[src/hw/rtl/sre_pkg.sv]
// ---------------------------------------------------------------------------
// sre_pkg: shared types and constants of the S-record stream encoder
// Transaction payloads, record command format and field widths.
// ---------------------------------------------------------------------------
package sre_pkg;

  localparam int BYTE_W           = 8;
  localparam int CHAR_W           = 7;
  localparam int ADDR_W           = 16;
  localparam int LEN_W            = 5;   // data bytes in a record, 0..16
  localparam int FILL_W           = 5;
  localparam int CCNT_W           = 6;   // characters of one input transaction
  localparam int MAX_CHARS        = 63;
  localparam int HDR_W            = 64;
  localparam int HLEN_W           = 4;
  localparam int CFG_IDX_W        = 2;
  localparam int RECORD_BYTES_DEF = 16;
  localparam int CMD_DEPTH        = 2;
  localparam int OUT_DEPTH        = 2;

  localparam logic [CFG_IDX_W-1:0] CFG_HDR_FIRST  = 2'd0;
  localparam logic [CFG_IDX_W-1:0] CFG_HDR_SECOND = 2'd1;
  localparam logic [CFG_IDX_W-1:0] CFG_HDR_LEN    = 2'd2;

  localparam logic OP_DATA = 1'b0;
  localparam logic OP_END  = 1'b1;

  typedef enum logic [1:0] {
    REC_S0 = 2'd0,
    REC_S1 = 2'd1,
    REC_S5 = 2'd2,
    REC_S9 = 2'd3
  } rec_kind_e;

  typedef struct packed {
    logic              opcode;
    logic [BYTE_W-1:0] data_byte;
  } in_item_t;

  typedef struct packed {
    logic [CHAR_W-1:0] out_char;
    logic              last_of_run;
  } out_item_t;

  typedef struct packed {
    rec_kind_e         kind;
    logic [ADDR_W-1:0] addr;
    logic [LEN_W-1:0]  len;
    logic              bank;
    logic              first;   // first record of its input transaction
    logic              last;    // last record of its input transaction
  } cmd_t;

  // buffer bank handed back by the record generator
  typedef struct packed {
    logic valid;
    logic bank;
  } rel_t;

  function automatic int idx_width(int rb);
    return (rb > 1) ? $clog2(rb) : 1;
  endfunction

endpackage

[src/hw/rtl/sre_ram.sv]
// ---------------------------------------------------------------------------
// sre_ram: generic single-write, single-read RAM
// One write port, one read port with registered read data.
// ---------------------------------------------------------------------------
module sre_ram #(
  parameter int WIDTH = 8,
  parameter int DEPTH = 32
) (
  input  logic                     clk_i,
  input  logic                     we_i,
  input  logic [$clog2(DEPTH)-1:0] waddr_i,
  input  logic [WIDTH-1:0]         wdata_i,
  input  logic                     re_i,
  input  logic [$clog2(DEPTH)-1:0] raddr_i,
  output logic [WIDTH-1:0]         rdata_o
);

  logic [WIDTH-1:0] mem_q [DEPTH];
  logic [WIDTH-1:0] rdata_q;

  always_ff @(posedge clk_i) begin
    if (we_i) begin
      mem_q[waddr_i] <= wdata_i;
    end
    if (re_i) begin
      rdata_q <= mem_q[raddr_i];
    end
  end

  assign rdata_o = rdata_q;

endmodule

[src/hw/rtl/sre_fifo.sv]
// ---------------------------------------------------------------------------
// sre_fifo: small register FIFO
// Used for the record command queue and the character output queue.
// ---------------------------------------------------------------------------
module sre_fifo #(
  parameter int WIDTH = 8,
  parameter int DEPTH = 2
) (
  input  logic             clk_i,
  input  logic             rst_ni,
  input  logic             push_i,
  input  logic [WIDTH-1:0] wdata_i,
  output logic             full_o,
  input  logic             pop_i,
  output logic [WIDTH-1:0] rdata_o,
  output logic             empty_o
);

  localparam int PTR_W = (DEPTH > 1) ? $clog2(DEPTH) : 1;
  localparam int CNT_W = $clog2(DEPTH + 1);

  logic [WIDTH-1:0] mem_q [DEPTH];
  logic [PTR_W-1:0] wr_ptr_q, wr_ptr_d, rd_ptr_q, rd_ptr_d;
  logic [CNT_W-1:0] cnt_q, cnt_d;
  logic             do_push, do_pop;

  assign full_o  = (cnt_q == CNT_W'(DEPTH));
  assign empty_o = (cnt_q == '0);
  assign rdata_o = mem_q[rd_ptr_q];
  assign do_push = push_i && !full_o;
  assign do_pop  = pop_i && !empty_o;

  always_comb begin
    wr_ptr_d = wr_ptr_q;
    rd_ptr_d = rd_ptr_q;
    cnt_d    = cnt_q;
    if (do_push) begin
      wr_ptr_d = (wr_ptr_q == PTR_W'(DEPTH - 1)) ? '0 : wr_ptr_q + 1'b1;
    end
    if (do_pop) begin
      rd_ptr_d = (rd_ptr_q == PTR_W'(DEPTH - 1)) ? '0 : rd_ptr_q + 1'b1;
    end
    if (do_push && !do_pop) begin
      cnt_d = cnt_q + 1'b1;
    end else if (do_pop && !do_push) begin
      cnt_d = cnt_q - 1'b1;
    end
  end

  always_ff @(posedge clk_i or negedge rst_ni) begin
    if (!rst_ni) begin
      wr_ptr_q <= '0;
      rd_ptr_q <= '0;
      cnt_q    <= '0;
    end else begin
      wr_ptr_q <= wr_ptr_d;
      rd_ptr_q <= rd_ptr_d;
      cnt_q    <= cnt_d;
    end
  end

  always_ff @(posedge clk_i) begin
    if (do_push) begin
      mem_q[wr_ptr_q] <= wdata_i;
    end
  end

endmodule

[src/hw/rtl/sre_front.sv]
// ---------------------------------------------------------------------------
// sre_front: input side of the S-record encoder
// Accepts transactions, fills the data buffer banks, keeps the file state and
// issues one record command per cycle to the command queue while it has room.
// ---------------------------------------------------------------------------
module sre_front import sre_pkg::*; #(
  parameter int RECORD_BYTES = RECORD_BYTES_DEF
) (
  input  logic                               clk_i,
  input  logic                               rst_ni,
  input  logic                               push_i,
  input  in_item_t                           in_i,
  output logic                               full_o,
  input  logic [HLEN_W-1:0]                  hlen_i,
  input  rel_t                               rel_i,
  input  logic                               cmd_full_i,
  output logic                               cmd_push_o,
  output cmd_t                               cmd_o,
  output logic                               ram_we_o,
  output logic [idx_width(RECORD_BYTES):0]   ram_waddr_o,
  output logic [BYTE_W-1:0]                  ram_wdata_o
);

  localparam int IDX_W = idx_width(RECORD_BYTES);

  // pending record bits, issued lowest first
  localparam int P_S0 = 0;
  localparam int P_S1 = 1;
  localparam int P_S5 = 2;
  localparam int P_S9 = 3;

  logic [FILL_W-1:0] fill_q, fill_d;
  logic [ADDR_W-1:0] addr_q, addr_d;
  logic [ADDR_W-1:0] rcount_q, rcount_d;
  logic              hdr_sent_q, hdr_sent_d;
  logic              wbank_q, wbank_d;
  logic [1:0]        busy_q, busy_d;
  logic [3:0]        pend_q, pend_d;
  logic              first_q, first_d;
  logic [ADDR_W-1:0] s1_addr_q, s1_addr_d;
  logic [LEN_W-1:0]  s1_len_q, s1_len_d;
  logic              s1_bank_q, s1_bank_d;
  logic [ADDR_W-1:0] s5_addr_q, s5_addr_d;

  logic              accept;
  logic [3:0]        sel;
  logic [FILL_W-1:0] fill_inc;

  assign full_o      = (pend_q != '0) || busy_q[wbank_q];
  assign accept      = push_i && !full_o;
  assign fill_inc    = fill_q + 1'b1;
  assign sel         = pend_q & (~pend_q + 4'd1);
  assign ram_we_o    = accept && (in_i.opcode == OP_DATA);
  assign ram_waddr_o = {wbank_q, fill_q[IDX_W-1:0]};
  assign ram_wdata_o = in_i.data_byte;

  always_comb begin
    cmd_o.addr  = '0;
    cmd_o.len   = '0;
    cmd_o.bank  = 1'b0;
    cmd_o.first = first_q;
    cmd_o.last  = ((pend_q & ~sel) == '0);
    if (sel[P_S0]) begin
      cmd_o.kind = REC_S0;
      cmd_o.len  = LEN_W'(hlen_i);
    end else if (sel[P_S1]) begin
      cmd_o.kind = REC_S1;
      cmd_o.addr = s1_addr_q;
      cmd_o.len  = s1_len_q;
      cmd_o.bank = s1_bank_q;
    end else if (sel[P_S5]) begin
      cmd_o.kind = REC_S5;
      cmd_o.addr = s5_addr_q;
    end else begin
      cmd_o.kind = REC_S9;
    end
  end

  always_comb begin
    fill_d     = fill_q;
    addr_d     = addr_q;
    rcount_d   = rcount_q;
    hdr_sent_d = hdr_sent_q;
    wbank_d    = wbank_q;
    busy_d     = busy_q;
    pend_d     = pend_q;
    first_d    = first_q;
    s1_addr_d  = s1_addr_q;
    s1_len_d   = s1_len_q;
    s1_bank_d  = s1_bank_q;
    s5_addr_d  = s5_addr_q;
    cmd_push_o = 1'b0;

    if (rel_i.valid) begin
      busy_d[rel_i.bank] = 1'b0;
    end

    if ((pend_q != '0) && !cmd_full_i) begin
      cmd_push_o = 1'b1;
      pend_d     = pend_q & ~sel;
      first_d    = 1'b0;
    end

    if (accept) begin
      first_d        = 1'b1;
      pend_d         = '0;
      pend_d[P_S0]   = !hdr_sent_q;
      hdr_sent_d     = 1'b1;
      s1_addr_d      = addr_q;
      s1_bank_d      = wbank_q;
      if (in_i.opcode == OP_DATA) begin
        if (fill_inc == FILL_W'(RECORD_BYTES)) begin
          pend_d[P_S1]    = 1'b1;
          s1_len_d        = LEN_W'(fill_inc);
          addr_d          = addr_q + ADDR_W'(RECORD_BYTES);
          rcount_d        = rcount_q + 1'b1;
          fill_d          = '0;
          wbank_d         = !wbank_q;
          busy_d[wbank_q] = 1'b1;
        end else begin
          fill_d = fill_inc;
        end
      end else begin
        pend_d[P_S5] = 1'b1;
        pend_d[P_S9] = 1'b1;
        s5_addr_d    = rcount_q;
        if (fill_q != '0) begin
          // partial record flushed before the trailer
          pend_d[P_S1]    = 1'b1;
          s1_len_d        = LEN_W'(fill_q);
          s5_addr_d       = rcount_q + 1'b1;
          wbank_d         = !wbank_q;
          busy_d[wbank_q] = 1'b1;
        end
        fill_d     = '0;
        addr_d     = '0;
        rcount_d   = '0;
        hdr_sent_d = 1'b0;
      end
    end
  end

  always_ff @(posedge clk_i or negedge rst_ni) begin
    if (!rst_ni) begin
      fill_q     <= '0;
      addr_q     <= '0;
      rcount_q   <= '0;
      hdr_sent_q <= 1'b0;
      wbank_q    <= 1'b0;
      busy_q     <= '0;
      pend_q     <= '0;
      first_q    <= 1'b0;
    end else begin
      fill_q     <= fill_d;
      addr_q     <= addr_d;
      rcount_q   <= rcount_d;
      hdr_sent_q <= hdr_sent_d;
      wbank_q    <= wbank_d;
      busy_q     <= busy_d;
      pend_q     <= pend_d;
      first_q    <= first_d;
    end
  end

  always_ff @(posedge clk_i) begin
    s1_addr_q <= s1_addr_d;
    s1_len_q  <= s1_len_d;
    s1_bank_q <= s1_bank_d;
    s5_addr_q <= s5_addr_d;
  end

endmodule

[src/hw/rtl/sre_back.sv]
// ---------------------------------------------------------------------------
// sre_back: record generator of the S-record encoder
// Turns record commands into ASCII characters, one per cycle when not idle
// or stalled, keeps the checksum, cuts a transaction off after its 63rd char.
// ---------------------------------------------------------------------------
module sre_back import sre_pkg::*; #(
  parameter int RECORD_BYTES = RECORD_BYTES_DEF
) (
  input  logic                             clk_i,
  input  logic                             rst_ni,
  input  logic [HDR_W-1:0]                 hdr_first_i,
  input  logic [HDR_W-1:0]                 hdr_second_i,
  input  logic                             cmd_empty_i,
  input  cmd_t                             cmd_i,
  output logic                             cmd_pop_o,
  output rel_t                             rel_o,
  output logic                             ram_re_o,
  output logic [idx_width(RECORD_BYTES):0] ram_raddr_o,
  input  logic [BYTE_W-1:0]                ram_rdata_i,
  input  logic                             out_full_i,
  output logic                             out_push_o,
  output out_item_t                        out_o
);

  localparam int IDX_W = idx_width(RECORD_BYTES);

  localparam logic [CHAR_W-1:0] CH_S  = 7'h53;
  localparam logic [CHAR_W-1:0] CH_NL = 7'd10;

  typedef enum logic [4:0] {
    B_IDLE = 5'b00001,
    B_HEAD = 5'b00010,
    B_DATA = 5'b00100,
    B_CHK  = 5'b01000,
    B_NL   = 5'b10000
  } bstate_e;

  bstate_e           state_q, state_d;
  cmd_t              cmd_q, cmd_d;
  logic [2:0]        pos_q, pos_d;
  logic [LEN_W-1:0]  bidx_q, bidx_d;
  logic              nib_q, nib_d;
  logic [BYTE_W-1:0] sum_q, sum_d;
  logic [CCNT_W-1:0] ccnt_q, ccnt_d;
  logic              skip_q, skip_d;

  logic [2*HDR_W-1:0] hdr_all;
  logic [BYTE_W-1:0]  hdr_byte, cur_byte, cnt_byte, ld_cnt;
  logic [LEN_W-1:0]   bidx_inc;
  logic [CHAR_W-1:0]  ch;
  logic               emit, natural_end, trunc;

  function automatic logic [CHAR_W-1:0] hex_char(input logic [3:0] n);
    return (n < 4'd10) ? (7'h30 + CHAR_W'(n)) : (7'h37 + CHAR_W'(n));
  endfunction

  assign hdr_all  = {hdr_first_i, hdr_second_i};
  assign hdr_byte = hdr_all[2*HDR_W - 1 - BYTE_W*bidx_q[3:0] -: BYTE_W];
  assign cur_byte = (cmd_q.kind == REC_S0) ? hdr_byte : ram_rdata_i;
  assign cnt_byte = BYTE_W'(cmd_q.len) + 8'd3;
  assign ld_cnt   = BYTE_W'(cmd_i.len) + 8'd3;
  assign bidx_inc = bidx_q + 1'b1;

  always_comb begin
    ch = CH_NL;
    unique case (state_q)
      B_HEAD: begin
        case (pos_q)
          3'd0: ch = CH_S;
          3'd1: begin
            unique case (cmd_q.kind)
              REC_S0:  ch = hex_char(4'd0);
              REC_S1:  ch = hex_char(4'd1);
              REC_S5:  ch = hex_char(4'd5);
              default: ch = hex_char(4'd9);
            endcase
          end
          3'd2:    ch = hex_char(cnt_byte[7:4]);
          3'd3:    ch = hex_char(cnt_byte[3:0]);
          3'd4:    ch = hex_char(cmd_q.addr[15:12]);
          3'd5:    ch = hex_char(cmd_q.addr[11:8]);
          3'd6:    ch = hex_char(cmd_q.addr[7:4]);
          default: ch = hex_char(cmd_q.addr[3:0]);
        endcase
      end
      B_DATA:  ch = nib_q ? hex_char(cur_byte[3:0]) : hex_char(cur_byte[7:4]);
      B_CHK:   ch = nib_q ? hex_char(~sum_q[3:0]) : hex_char(~sum_q[7:4]);
      default: ch = CH_NL;
    endcase
  end

  assign emit        = (state_q != B_IDLE) && !out_full_i;
  assign natural_end = (state_q == B_NL) && cmd_q.last;
  assign trunc       = (ccnt_q == CCNT_W'(MAX_CHARS - 1));
  assign out_push_o  = emit;
  assign out_o.out_char    = ch;
  assign out_o.last_of_run = natural_end || trunc;

  always_comb begin
    state_d     = state_q;
    cmd_d       = cmd_q;
    pos_d       = pos_q;
    bidx_d      = bidx_q;
    nib_d       = nib_q;
    sum_d       = sum_q;
    ccnt_d      = ccnt_q;
    skip_d      = skip_q;
    cmd_pop_o   = 1'b0;
    rel_o       = '0;
    ram_re_o    = 1'b0;
    ram_raddr_o = {cmd_q.bank, IDX_W'(0)};

    unique case (state_q)
      B_IDLE: begin
        if (!cmd_empty_i) begin
          cmd_pop_o = 1'b1;
          if (skip_q) begin
            // rest of a cut-off transaction: drop and free its bank
            rel_o.valid = (cmd_i.kind == REC_S1);
            rel_o.bank  = cmd_i.bank;
            skip_d      = !cmd_i.last;
          end else begin
            cmd_d   = cmd_i;
            pos_d   = '0;
            sum_d   = ld_cnt + cmd_i.addr[15:8] + cmd_i.addr[7:0];
            ccnt_d  = cmd_i.first ? '0 : ccnt_q;
            state_d = B_HEAD;
          end
        end
      end
      default: begin
        if (emit) begin
          ccnt_d = ccnt_q + 1'b1;
          if (trunc || (state_q == B_NL)) begin
            rel_o.valid = (cmd_q.kind == REC_S1);
            rel_o.bank  = cmd_q.bank;
            skip_d      = trunc && !cmd_q.last && !natural_end;
            state_d     = B_IDLE;
          end else begin
            unique case (state_q)
              B_HEAD: begin
                if (pos_q != 3'd7) begin
                  pos_d = pos_q + 1'b1;
                end else if (cmd_q.len == '0) begin
                  nib_d   = 1'b0;
                  state_d = B_CHK;
                end else begin
                  bidx_d      = '0;
                  nib_d       = 1'b0;
                  ram_re_o    = 1'b1;
                  ram_raddr_o = {cmd_q.bank, IDX_W'(0)};
                  state_d     = B_DATA;
                end
              end
              B_DATA: begin
                if (!nib_q) begin
                  nib_d = 1'b1;
                end else begin
                  sum_d = sum_q + cur_byte;
                  nib_d = 1'b0;
                  if (bidx_inc == cmd_q.len) begin
                    state_d = B_CHK;
                  end else begin
                    bidx_d      = bidx_inc;
                    ram_re_o    = 1'b1;
                    ram_raddr_o = {cmd_q.bank, bidx_inc[IDX_W-1:0]};
                  end
                end
              end
              B_CHK: begin
                if (!nib_q) begin
                  nib_d = 1'b1;
                end else begin
                  state_d = B_NL;
                end
              end
              default: state_d = B_IDLE;
            endcase
          end
        end
      end
    endcase
  end

  always_ff @(posedge clk_i or negedge rst_ni) begin
    if (!rst_ni) begin
      state_q <= B_IDLE;
      ccnt_q  <= '0;
      skip_q  <= 1'b0;
    end else begin
      state_q <= state_d;
      ccnt_q  <= ccnt_d;
      skip_q  <= skip_d;
    end
  end

  always_ff @(posedge clk_i) begin
    cmd_q  <= cmd_d;
    pos_q  <= pos_d;
    bidx_q <= bidx_d;
    nib_q  <= nib_d;
    sum_q  <= sum_d;
  end

endmodule

[src/hw/rtl/srecord_stream_encoder_top.sv]
// ---------------------------------------------------------------------------
// srecord_stream_encoder_top: Motorola S-record (S19) stream encoder
// Binary bytes and an end marker in, ASCII S0/S1/S5/S9 record text out.
// ---------------------------------------------------------------------------
//
//  channel  | handshake              | payload
//  ---------+------------------------+-------------------------------------
//  input    | push / full            | in_i  : opcode, data_byte
//  result   | pop / empty            | out_o : out_char, last_of_run
//  config   | cfg_we_i, cfg_idx_i    | cfg_data_i (64 bits)
//
//  The record generator gives one character per cycle while the character
//  queue has room, and takes each record command from the command queue in
//  its idle state. A data transaction that completes no record and needs no
//  header issues no record command, so it does not hold the input.
//  Stalls: input stalls while the front still issues record commands of the
//  last transaction (one a cycle into a two-deep queue when it has room) or
//  while the buffer bank it would fill is still being read out; two banks
//  let one record fill while the previous one is sent. Output has a two-deep
//  character queue. Reset clears all control state and the configuration
//  registers at once; there is no clearing pass.
//
module srecord_stream_encoder_top import sre_pkg::*; #(
  parameter int RECORD_BYTES = RECORD_BYTES_DEF
) (
  input  logic                 clk_i,
  input  logic                 rst_ni,
  input  logic                 push,
  output logic                 full,
  input  in_item_t             in_i,
  output logic                 empty,
  input  logic                 pop,
  output out_item_t            out_o,
  input  logic                 cfg_we_i,
  input  logic [CFG_IDX_W-1:0] cfg_idx_i,
  input  logic [HDR_W-1:0]     cfg_data_i
);

  localparam int IDX_W     = idx_width(RECORD_BYTES);
  localparam int RAM_DEPTH = 2 << IDX_W;   // two banks of one record each
  localparam int CMD_W     = $bits(cmd_t);
  localparam int OUT_W     = $bits(out_item_t);

  // configuration registers, written only while the block is idle: the user's rule, unenforced here
  logic [HDR_W-1:0]  hdr_first_q, hdr_second_q;
  logic [HLEN_W-1:0] hlen_q;

  always_ff @(posedge clk_i or negedge rst_ni) begin
    if (!rst_ni) begin
      hdr_first_q  <= '0;
      hdr_second_q <= '0;
      hlen_q       <= '0;
    end else if (cfg_we_i) begin
      case (cfg_idx_i)
        CFG_HDR_FIRST:  hdr_first_q  <= cfg_data_i;
        CFG_HDR_SECOND: hdr_second_q <= cfg_data_i;
        CFG_HDR_LEN:    hlen_q       <= cfg_data_i[HLEN_W-1:0];
        default: ;
      endcase
    end
  end

  // front -> command queue -> back
  logic             cmd_push, cmd_full, cmd_pop, cmd_empty;
  cmd_t             cmd_wr, cmd_rd;
  logic [CMD_W-1:0] cmd_rd_vec;
  rel_t             rel;

  // data buffer, two banks
  logic              ram_we, ram_re;
  logic [IDX_W:0]    ram_waddr, ram_raddr;
  logic [BYTE_W-1:0] ram_wdata, ram_rdata;

  // back -> character queue
  logic             out_push, out_full;
  out_item_t        out_wr;
  logic [OUT_W-1:0] out_rd_vec;

  sre_front #(
    .RECORD_BYTES(RECORD_BYTES)
  ) u_front (
    .clk_i       (clk_i),
    .rst_ni      (rst_ni),
    .push_i      (push),
    .in_i        (in_i),
    .full_o      (full),
    .hlen_i      (hlen_q),
    .rel_i       (rel),
    .cmd_full_i  (cmd_full),
    .cmd_push_o  (cmd_push),
    .cmd_o       (cmd_wr),
    .ram_we_o    (ram_we),
    .ram_waddr_o (ram_waddr),
    .ram_wdata_o (ram_wdata)
  );

  sre_ram #(
    .WIDTH(BYTE_W),
    .DEPTH(RAM_DEPTH)
  ) u_buf (
    .clk_i   (clk_i),
    .we_i    (ram_we),
    .waddr_i (ram_waddr),
    .wdata_i (ram_wdata),
    .re_i    (ram_re),
    .raddr_i (ram_raddr),
    .rdata_o (ram_rdata)
  );

  sre_fifo #(
    .WIDTH(CMD_W),
    .DEPTH(CMD_DEPTH)
  ) u_cmd_q (
    .clk_i   (clk_i),
    .rst_ni  (rst_ni),
    .push_i  (cmd_push),
    .wdata_i (cmd_wr),
    .full_o  (cmd_full),
    .pop_i   (cmd_pop),
    .rdata_o (cmd_rd_vec),
    .empty_o (cmd_empty)
  );

  assign cmd_rd = cmd_t'(cmd_rd_vec);

  sre_back #(
    .RECORD_BYTES(RECORD_BYTES)
  ) u_back (
    .clk_i        (clk_i),
    .rst_ni       (rst_ni),
    .hdr_first_i  (hdr_first_q),
    .hdr_second_i (hdr_second_q),
    .cmd_empty_i  (cmd_empty),
    .cmd_i        (cmd_rd),
    .cmd_pop_o    (cmd_pop),
    .rel_o        (rel),
    .ram_re_o     (ram_re),
    .ram_raddr_o  (ram_raddr),
    .ram_rdata_i  (ram_rdata),
    .out_full_i   (out_full),
    .out_push_o   (out_push),
    .out_o        (out_wr)
  );

  sre_fifo #(
    .WIDTH(OUT_W),
    .DEPTH(OUT_DEPTH)
  ) u_out_q (
    .clk_i   (clk_i),
    .rst_ni  (rst_ni),
    .push_i  (out_push),
    .wdata_i (out_wr),
    .full_o  (out_full),
    .pop_i   (pop),
    .rdata_o (out_rd_vec),
    .empty_o (empty)
  );

  assign out_o = out_item_t'(out_rd_vec);

endmodule

[config.mk]
export PLATFORM = sky130hd
export DESIGN_NAME = srecord_stream_encoder_top
export DESIGN_NICKNAME = d
export VERILOG_FILES = /design/src/hw/rtl/sre_pkg.sv /design/src/hw/rtl/sre_ram.sv /design/src/hw/rtl/sre_fifo.sv /design/src/hw/rtl/sre_front.sv /design/src/hw/rtl/sre_back.sv /design/src/hw/rtl/srecord_stream_encoder_top.sv
export SDC_FILE = /design/constraint.sdc
export NUM_CORES = 1
export LEC_CHECK = 0
export BUFFER_PORTS_ARGS = -buffer_cell sky130_fd_sc_hd__buf_2
export CORE_ASPECT_RATIO = 1.4
export CORE_MARGIN = 2
export CORE_UTILIZATION = 30
export CTS_BUF_LIST = sky130_fd_sc_hd__clkbuf_8
export DETAILED_ROUTE_END_ITERATION = 6
export GPL_ROUTABILITY_DRIVEN = 0
export PLACE_DENSITY = 0.45
export SYNTH_ARGS = -nofsm -noshare
export SYNTH_HDL_FRONTEND = slang
export SYNTH_SLANG_ARGS = --single-unit
export TNS_END_PERCENT = 1
[constraint.sdc]
create_clock -name clk_i -period 4.3 [get_ports clk_i]
set_clock_uncertainty 0.2 [all_clocks]
set_input_delay 0.645 -clock clk_i [delete_from_list [all_inputs] [get_ports clk_i]]
set_output_delay 0.645 -clock clk_i [all_outputs]
set_load 0.02 [all_outputs]
-- Word-level counts from Yosys, hierarchy flattened
Memories as Yosys holds them, arrays and structs flattened. A register that Yosys moved wholly into a read port is not among the register bits.
Index checks and enable logic that the tools add are counted.
- bitwise logic cells: 14
- reductions and logical operators: 69
- equality and inequality tests: 36
- $lt $le $gt $ge: 14
- multiplexer cells: 136
- $add $sub $neg: 41
- multiply operators: 0
- shift operators: 1
- div/mod/pow operators: 0
- operators by type and width (operator ; number):
    $add 6x4->7 const A ; 20
    $shiftx 135x33->8 ; 1
    $mux 16 ; 7
    $mux 5 ; 19
    $mux 7 ; 12
    $mux 8 ; 8
    $pmux 7 s7 ; 1
    $mux 1 ; 42
    $lt 4x4->1 const B ; 10
    $mux 4 ; 9
    $mux 6 ; 6
    $mux 2 ; 16
    $add 8x8->8 ; 3
    $reduce_bool 2->1 ; 11
    $mux 3 ; 7
    $pmux 7 s3 ; 1
    $mux 18 ; 1
    $logic_and 1x1->1 ; 17
    $add 16x1->16 const B ; 1
    $add 16x5->16 const B ; 1
    $not 4->4 ; 4
    $pmux 5 s3 ; 1
    $logic_not 1->1 ; 14
    $add 5x2->6 const B ; 2
    54 further kinds ; 97
- memories kept: 3
- bits of input ports: 80
- latch bits: 0
- bits in registers: 278
- output and inout port bits: 10
- word-level logic and storage cells: 347
- RAM bits: 324
- bits in read-only memories: 0
- memory list (name ; depth ; width ; read ports ; clocked after Yosys merged registers in ; wr ports ; line ; source):
    u_buf.mem_q ; 32 ; 8 ; 1 ; 1 ; 1 ; sre_ram.sv:18 ; logic [WIDTH-1:0] mem_q [DEPTH];
    u_cmd_q.mem_q ; 2 ; 26 ; 1 ; 0 ; 1 ; sre_fifo.sv:22 ; logic [WIDTH-1:0] mem_q [DEPTH];
    u_out_q.mem_q ; 2 ; 8 ; 1 ; 0 ; 1 ; sre_fifo.sv:22 ;

-- Depth between registers and ports, before layout
- word-level depth: 16
- depth in mapped cells: 16
- gate-level depth less buffers: 14

-- Cells and area by module
From an unflattened synthesis, not the netlist that was laid out.
- cells, all modules: 1795
- area, all modules: 27950.6 sq um
- by module, submodules not included (module ; cells an instance ; area an instance (sq um) ; times used ; sequential area each (sq um)):
    sre_ram ; 417 ; 10133.5 ; 1 ; 7927.6
    sre_back ; 556 ; 5530.3 ; 1 ; 1562.7
    srecord_stream_encoder_top ; 281 ; 5323.9 ; 1 ; 3303.2
    sre_front ; 397 ; 4007.6 ; 1 ; 2072.0
    sre_fifo (u_cmd_q) ; 100 ; 2173.3 ; 1 ; 1661.6
    sre_fifo (u_out_q) ; 44 ; 782.0 ; 1 ; 580.6

-- Worst setup path before layout
No wires, ideal clock.
- path type: register -> register
- from: register u_cmd_q.rd_ptr_q
- to: register u_back.sum_q[7] (data pin)
- stages on the path, launching flop included: 17
- setup time: 0.149 ns
- clock period less this slack: 4.149 ns
- path buffers: 3
- path slack: 0.151 ns
- required time: 3.951 ns
- data arrival time: 3.801 ns
- cell sequence: dfrtp_1 -> clkbuf_1 -> clkbuf_1 -> buf_1 -> mux2i_1 -> fa_1 -> inv_1 -> ha_1 -> inv_1 -> fa_1 -> nor2b_1 -> o21ai_0 -> a21oi_1 -> o21ai_0 -> nand2b_1 -> xnor3_1 -> mux2i_1
- longest elaborated chain between the ends: 7
- RTL lines (what ; line ; source):
    start: declaration ; sre_fifo.sv:23 ; logic [PTR_W-1:0] wr_ptr_q, wr_ptr_d, rd_ptr_q, rd_ptr_d;
    start signal: assignment ; sre_fifo.sv:57 ; rd_ptr_q <= rd_ptr_d;
    $mem_v2 2x26 (*) ; n/a ;
    $add 5x2->6 ; sre_back.sv:61 ; assign ld_cnt = BYTE_W'(cmd_i.len) + 8'd3;
    $add 8x8->8 ; sre_back.sv:125 ; sum_d = ld_cnt + cmd_i.addr[15:8] + cmd_i.addr[7:0];
    $add 8x8->8 (*) ; sre_back.sv:125 ;
    $mux 8 (*) ; sre_back.sv:117 ; if (skip_q) begin
    $mux 8 (*) ; sre_back.sv:115 ; if (!cmd_empty_i) begin
    $mux 8 (*) ; sre_back.sv:113 ; unique case (state_q)
    net u_back.sum_d[7] ; sre_back.sv:43 ; logic [BYTE_W-1:0] sum_q, sum_d;
    end signal: assignment ; sre_back.sv:202 ; sum_q <= sum_d;
    end: declaration ; sre_back.sv:43 ;
Mark *: on every way through the listed nets, which the timed path passes. The rest lies on a longest branch. The select of a mux whose other input is x is not followed.
A chain may end at the register's enable or synchronous reset.

-- Worst setup path in the final report
- from: register u_back.bidx_q[0]
- to: register u_back.sum_q[7] (data pin)
- longest elaborated chain between the ends: 9
- RTL lines (what ; line ; source):
    start: declaration ; sre_back.sv:41 ; logic [LEN_W-1:0] bidx_q, bidx_d;
    start signal: assignment ; sre_back.sv:200 ; bidx_q <= bidx_d;
    $sub 7x7->8 ; sre_back.sv:58 ; assign hdr_byte = hdr_all[2*HDR_W - 1 - BYTE_W*bidx_q[3:0] -: BYTE_W];
    $shiftx 135x33->8 ; sre_back.sv:58 ;
    $mux 8 ; sre_back.sv:59 ; assign cur_byte = (cmd_q.kind == REC_S0) ? hdr_byte : ram_rdata_i;
    $add 8x8->8 ; sre_back.sv:159 ; sum_d = sum_q + cur_byte;
    $mux 8 ; sre_back.sv:156 ; if (!nib_q) begin
    $mux 8 ; sre_back.sv:140 ; unique case (state_q)
    $mux 8 ; sre_back.sv:134 ; if (trunc || (state_q == B_NL)) begin
    $mux 8 ; sre_back.sv:132 ; if (emit) begin
    $mux 8 ; sre_back.sv:113 ;
    net u_back.sum_d[7] ; sre_back.sv:43 ;
The timed path passes the listed nets, and every way through them passes these cells. The select of a mux whose other input is x is not followed.

==> flow_summary.json <==
{
  "initial_core_util": 0.302,
  "dpl_cell_area_um2": 29600,
  "grt_pass1_vias": 18254,
  "dp_hpwl_mm": 48.7,
  "finalSetupTns_ns": 0,
  "p_clk_frac": 0.255,
  "grt_pass1_wl_mm": 109,
  "ys_seq_elements": 602,
  "io_pins": 90,
  "max-vdd-ir-drop_mv": 0.370,
  "cp_cell_sequence": "buf_12, mux4_2, mux2i_1, nor3_1, a211oi_2, buf_4, inv_1, ha_1, inv_1, o21bai_1, a21oi_1, o21ai_0, xnor2_1, mux2i_1",
  "synthesis.nets": 2170,
  "worst_hold_path_type": "in -> reg",
  "cts-htree-levels": 3,
  "path_buf_inv": 4,
  "final_hold_viol_count": 0,
  "drtPass1Iterations": 5,
  "multiInputGateArea_um2": 9720,
  "worstSkewPairLatency_ns": 0.73,
  "path_depth": 14,
  "die_area_um2": 94300,
  "max_freq_mhz": 253,
  "synthTopCellsByCount": "edfxtp_1, dfrtp_1, mux2_2",
  "clock_path_buffers": 3,
  "async_flop_share": 0.322,
  "drt_iter0_markers": 1023,
  "slowest_stage": "mux4_2",
  "seq_power_share": 0.419,
  "tightest_slew_ns": 0.994,
  "stdcell_area_um2": 32200,
  "status": "complete, no violations",
  "combPwrFrac": 0.326,
  "yosys_warnings": 0,
  "cp-end-kind": "flip-flop",
  "ant_nets": 0,
  "drc": 0,
  "nets": 2379,
  "slowest_delay_ns": 0.58,
  "synth_edf_count": 408,
  "power.leakage_nw": 12.1,
  "yosys.area.top_type_share": 0.445,
  "rsz0062_at_grt": "false",
  "clock_sinks": 602,
  "syn_avg_cell_area_um2": 13.5,
  "critPathKind": "reg -> reg",
  "switching_share": 0.349,
  "cellPowerDensity_nw_per_um2": 594,
  "wirelength_mm": 71.5,
  "netlist_area_um2": 27500,
  "synthCells": 2038,
  "grt_max_degree": 100,
  "start_kind": "flip-flop",
  "arrival_ns": 4.19,
  "syn2layout_area_growth_pct": 16.8,
  "timing.final.crit_share": 0.921,
  "r2r_slack_ns": 0.34,
  "setup_violations": 0,
  "critPathTopFamily": "multiplexers",
  "reg2regPathDepth": 14,
  "dieHeight_um": 363,
  "post_drt_wl_per_cell_um": 20.3,
  "seq_area_um2": 17100,
  "n_fill_cell": 8903,
  "holdPathStages": 3,
  "maxCapViolCount": 0,
  "core_area_um2": 91100,
  "numPortBuffers": 89,
  "rows": 131,
  "slew_headroom": 0.337,
  "synth.area.top_cells": "edfxtp_1, dfrtp_1, mux2_2",
  "chipWidth_um": 260,
  "crit_fanout": 32,
  "period_minus_slack_ns": 3.96,
  "switchingPower_w": 0.00668,
  "clk_pin_slew_ns": 0.06,
  "cts_buffers": 94,
  "vias_per_cell": 4.91,
  "crit_required_ns": 4.53,
  "synth_most_common_cell": "edfxtp_1",
  "vias": 17282,
  "overflow": 0,
  "cts_tree": "yes",
  "ys_seq_area_frac": 0.621,
  "yosysTopAreaCell": "edfxtp_1",
  "antenna_found_initial": 2,
  "intPower_w": 0.0124,
  "synth_cell_types": 79,
  "layout-drive-gt1-share": 0.231,
  "cts_root_buf": "clkbuf_8",
  "synth_ff_type": "edfxtp_1",
  "grtUsageTotal": 0.152,
  "final_max_slew_viol_count": 0
}
## layer usage
layer | up-vias | GRT usage | share of wire
li1 | 8113 | - | -
met3 | 113 | 0.0247 | 0.035
met1 | 8709 | 0.174 | 0.40
met2 | 345 | 0.283 | 0.54
met5 | - | 0 | 0.00018
met4 | 2 | 0.0521 | 0.027
## worst register-to-register path, stage by stage, from the launching register on
cell and delay [ns]:
edfxtp_1 0.40, buf_12 0.27, mux4_2 0.61, mux2i_1 0.28
nor3_1 0.10, a211oi_2 0.32, buf_4 0.19, inv_1 0.09
ha_1 0.29, inv_1 0.10, o21bai_1 0.10, a21oi_1 0.24
o21ai_0 0.17, xnor2_1 0.22, mux2i_1 0.10
## cell families (layout without fill, tap and decap cells)
| group | count (synthesis) | in the layout | synth area share |
|---|---|---|---|
| AOI/OAI and AO/OA | 406 | 406 | 0.0983 |
| xor gates and xnor gates | 75 | 75 | 0.0259 |
| adders and majority gates | 52 | 52 | 0.0258 |
| buffers and inverters | 188 | 470 | 0.0280 |
| DFF | 602 | 602 | 0.621 |
| muxes | 284 | 284 | 0.127 |
| other | 0 | 1 | 0 |
| and+or+nand+nor | 431 | 431 | 0.0740 |
## worst paths after layout
kind | startpoint | to
max in group asynchronous | rst_ni | hdr_first_q[43]
min in group asynchronous | rst_ni | u_front.rcount_q[14]
worst min-delay path | pop | u_out_q.rd_ptr_q
worst min register to register | u_front.hdr_sent_q | u_front.pend_q[0]
worst max-delay path | u_back.bidx_q[0] | u_back.sum_q[7]
worst max register to register | u_back.bidx_q[0] | u_back.sum_q[7]
## cells in the final DEF (no fill, tap or decap), types with 15 or more instances in the layout
| cell type | netlist | layout |
|---|---|---|
| inv_1 | 71 | 100 |
| nand3_1 | 39 | 39 |
| buf_4 | 4 | 73 |
| edfxtp_1 | 408 | 408 |
| xor2_1 | 32 | 31 |
| a22o_1 | 23 | 23 |
| o22ai_1 | 43 | 43 |
| o31ai_1 | 20 | 20 |
| o21ai_0 | 94 | 94 |
| clkinv_1 | 1 | 16 |
| dfrtp_1 | 193 | 193 |
| mux2i_1 | 66 | 66 |
| and3_1 | 15 | 15 |
| a21oi_1 | 77 | 77 |
| nand2_1 | 91 | 91 |
| clkbuf_8 | 0 | 105 |
| mux2_2 | 184 | 184 |
| xnor2_1 | 39 | 39 |
| ha_1 | 44 | 43 |
| nor2_1 | 159 | 158 |
| dlygate4sd3_1 | 0 | 64 |
| mux4_2 | 34 | 34 |
| buf_2 | 22 | 88 |
| a31oi_1 | 15 | 15 |
| nor3_1 | 34 | 33 |
## sequential cells by signal, summed over array words and instances (netlist names), 3 cells and up
register,cells
u_front.rcount_q,16
u_front.addr_q,12
u_back.state_q,5
hlen_q,4
u_front.fill_q,5
hdr_second_q,64
u_front.s1_len_q,5
u_buf.rdata_o,8
u_back.sum_q,8
u_back.pos_q,3
u_back.cmd_q,25
u_buf.mem_q,256
hdr_first_q,64
u_front.pend_q,4
u_front.s1_addr_q,12
u_out_q.mem_q,16
u_back.ccnt_q,6
u_cmd_q.mem_q,52
u_front.s5_addr_q,16
u_back.bidx_q,5
## power groups by stage
stage	combinational (W)	sequential, W	clock (W)
floorplan	0.00433	0.00783	0
global placement	0.00615	0.00812	0
detailed placement	0.00624	0.00813	0
CTS	0.00633	0.00802	0.00507
global route	0.00688	0.00812	0.00530
finish	0.00623	0.00801	0.00487
## final cells by class
cell class / instances / share of cell area
inverters: 73 / 0.00852
flip-flops and latches: 602 / 0.532
multi-input cells: 1248 / 0.302
well taps: 1197 / 0.0466
clock inverters: 65 / 0.0140
diodes: 1 / 0.0000778
repair buffers: 228 / 0.0523
clock buffers: 104 / 0.0445
## stage by stage
| step | setup WS [ns] | util | hold slack [ns] | std cells | total power (W) |
|---|---|---|---|---|---|
| 2_1_floorplan | 0.151 | - | 0.149 | 2038 | 0.0122 |
| 3_3_place_gp | 0.308 | 0.325 | 0.257 | 3284 | 0.0143 |
| 3_5_place_dp | 0.257 | 0.325 | 0.255 | 3284 | 0.0144 |
| 4_1_cts | 0.188 | 0.353 | 0.0530 | 3517 | 0.0194 |
| 5_1_grt | 0.0618 | 0.353 | 0.0715 | 3518 | 0.0203 |
| 6_report | 0.340 | 0.353 | 0.104 | 3518 | 0.0191 |
## timing repair
action | CTS | global route
resized for setup | 0 | 1
setup buffers | 0 | 0
hold buffers | 64 | 0
endpoints found under the hold margin | 225 | 0
endpoints found under the setup margin | 0 | 1
Note: power is estimated with default switching activity, not from simulation.
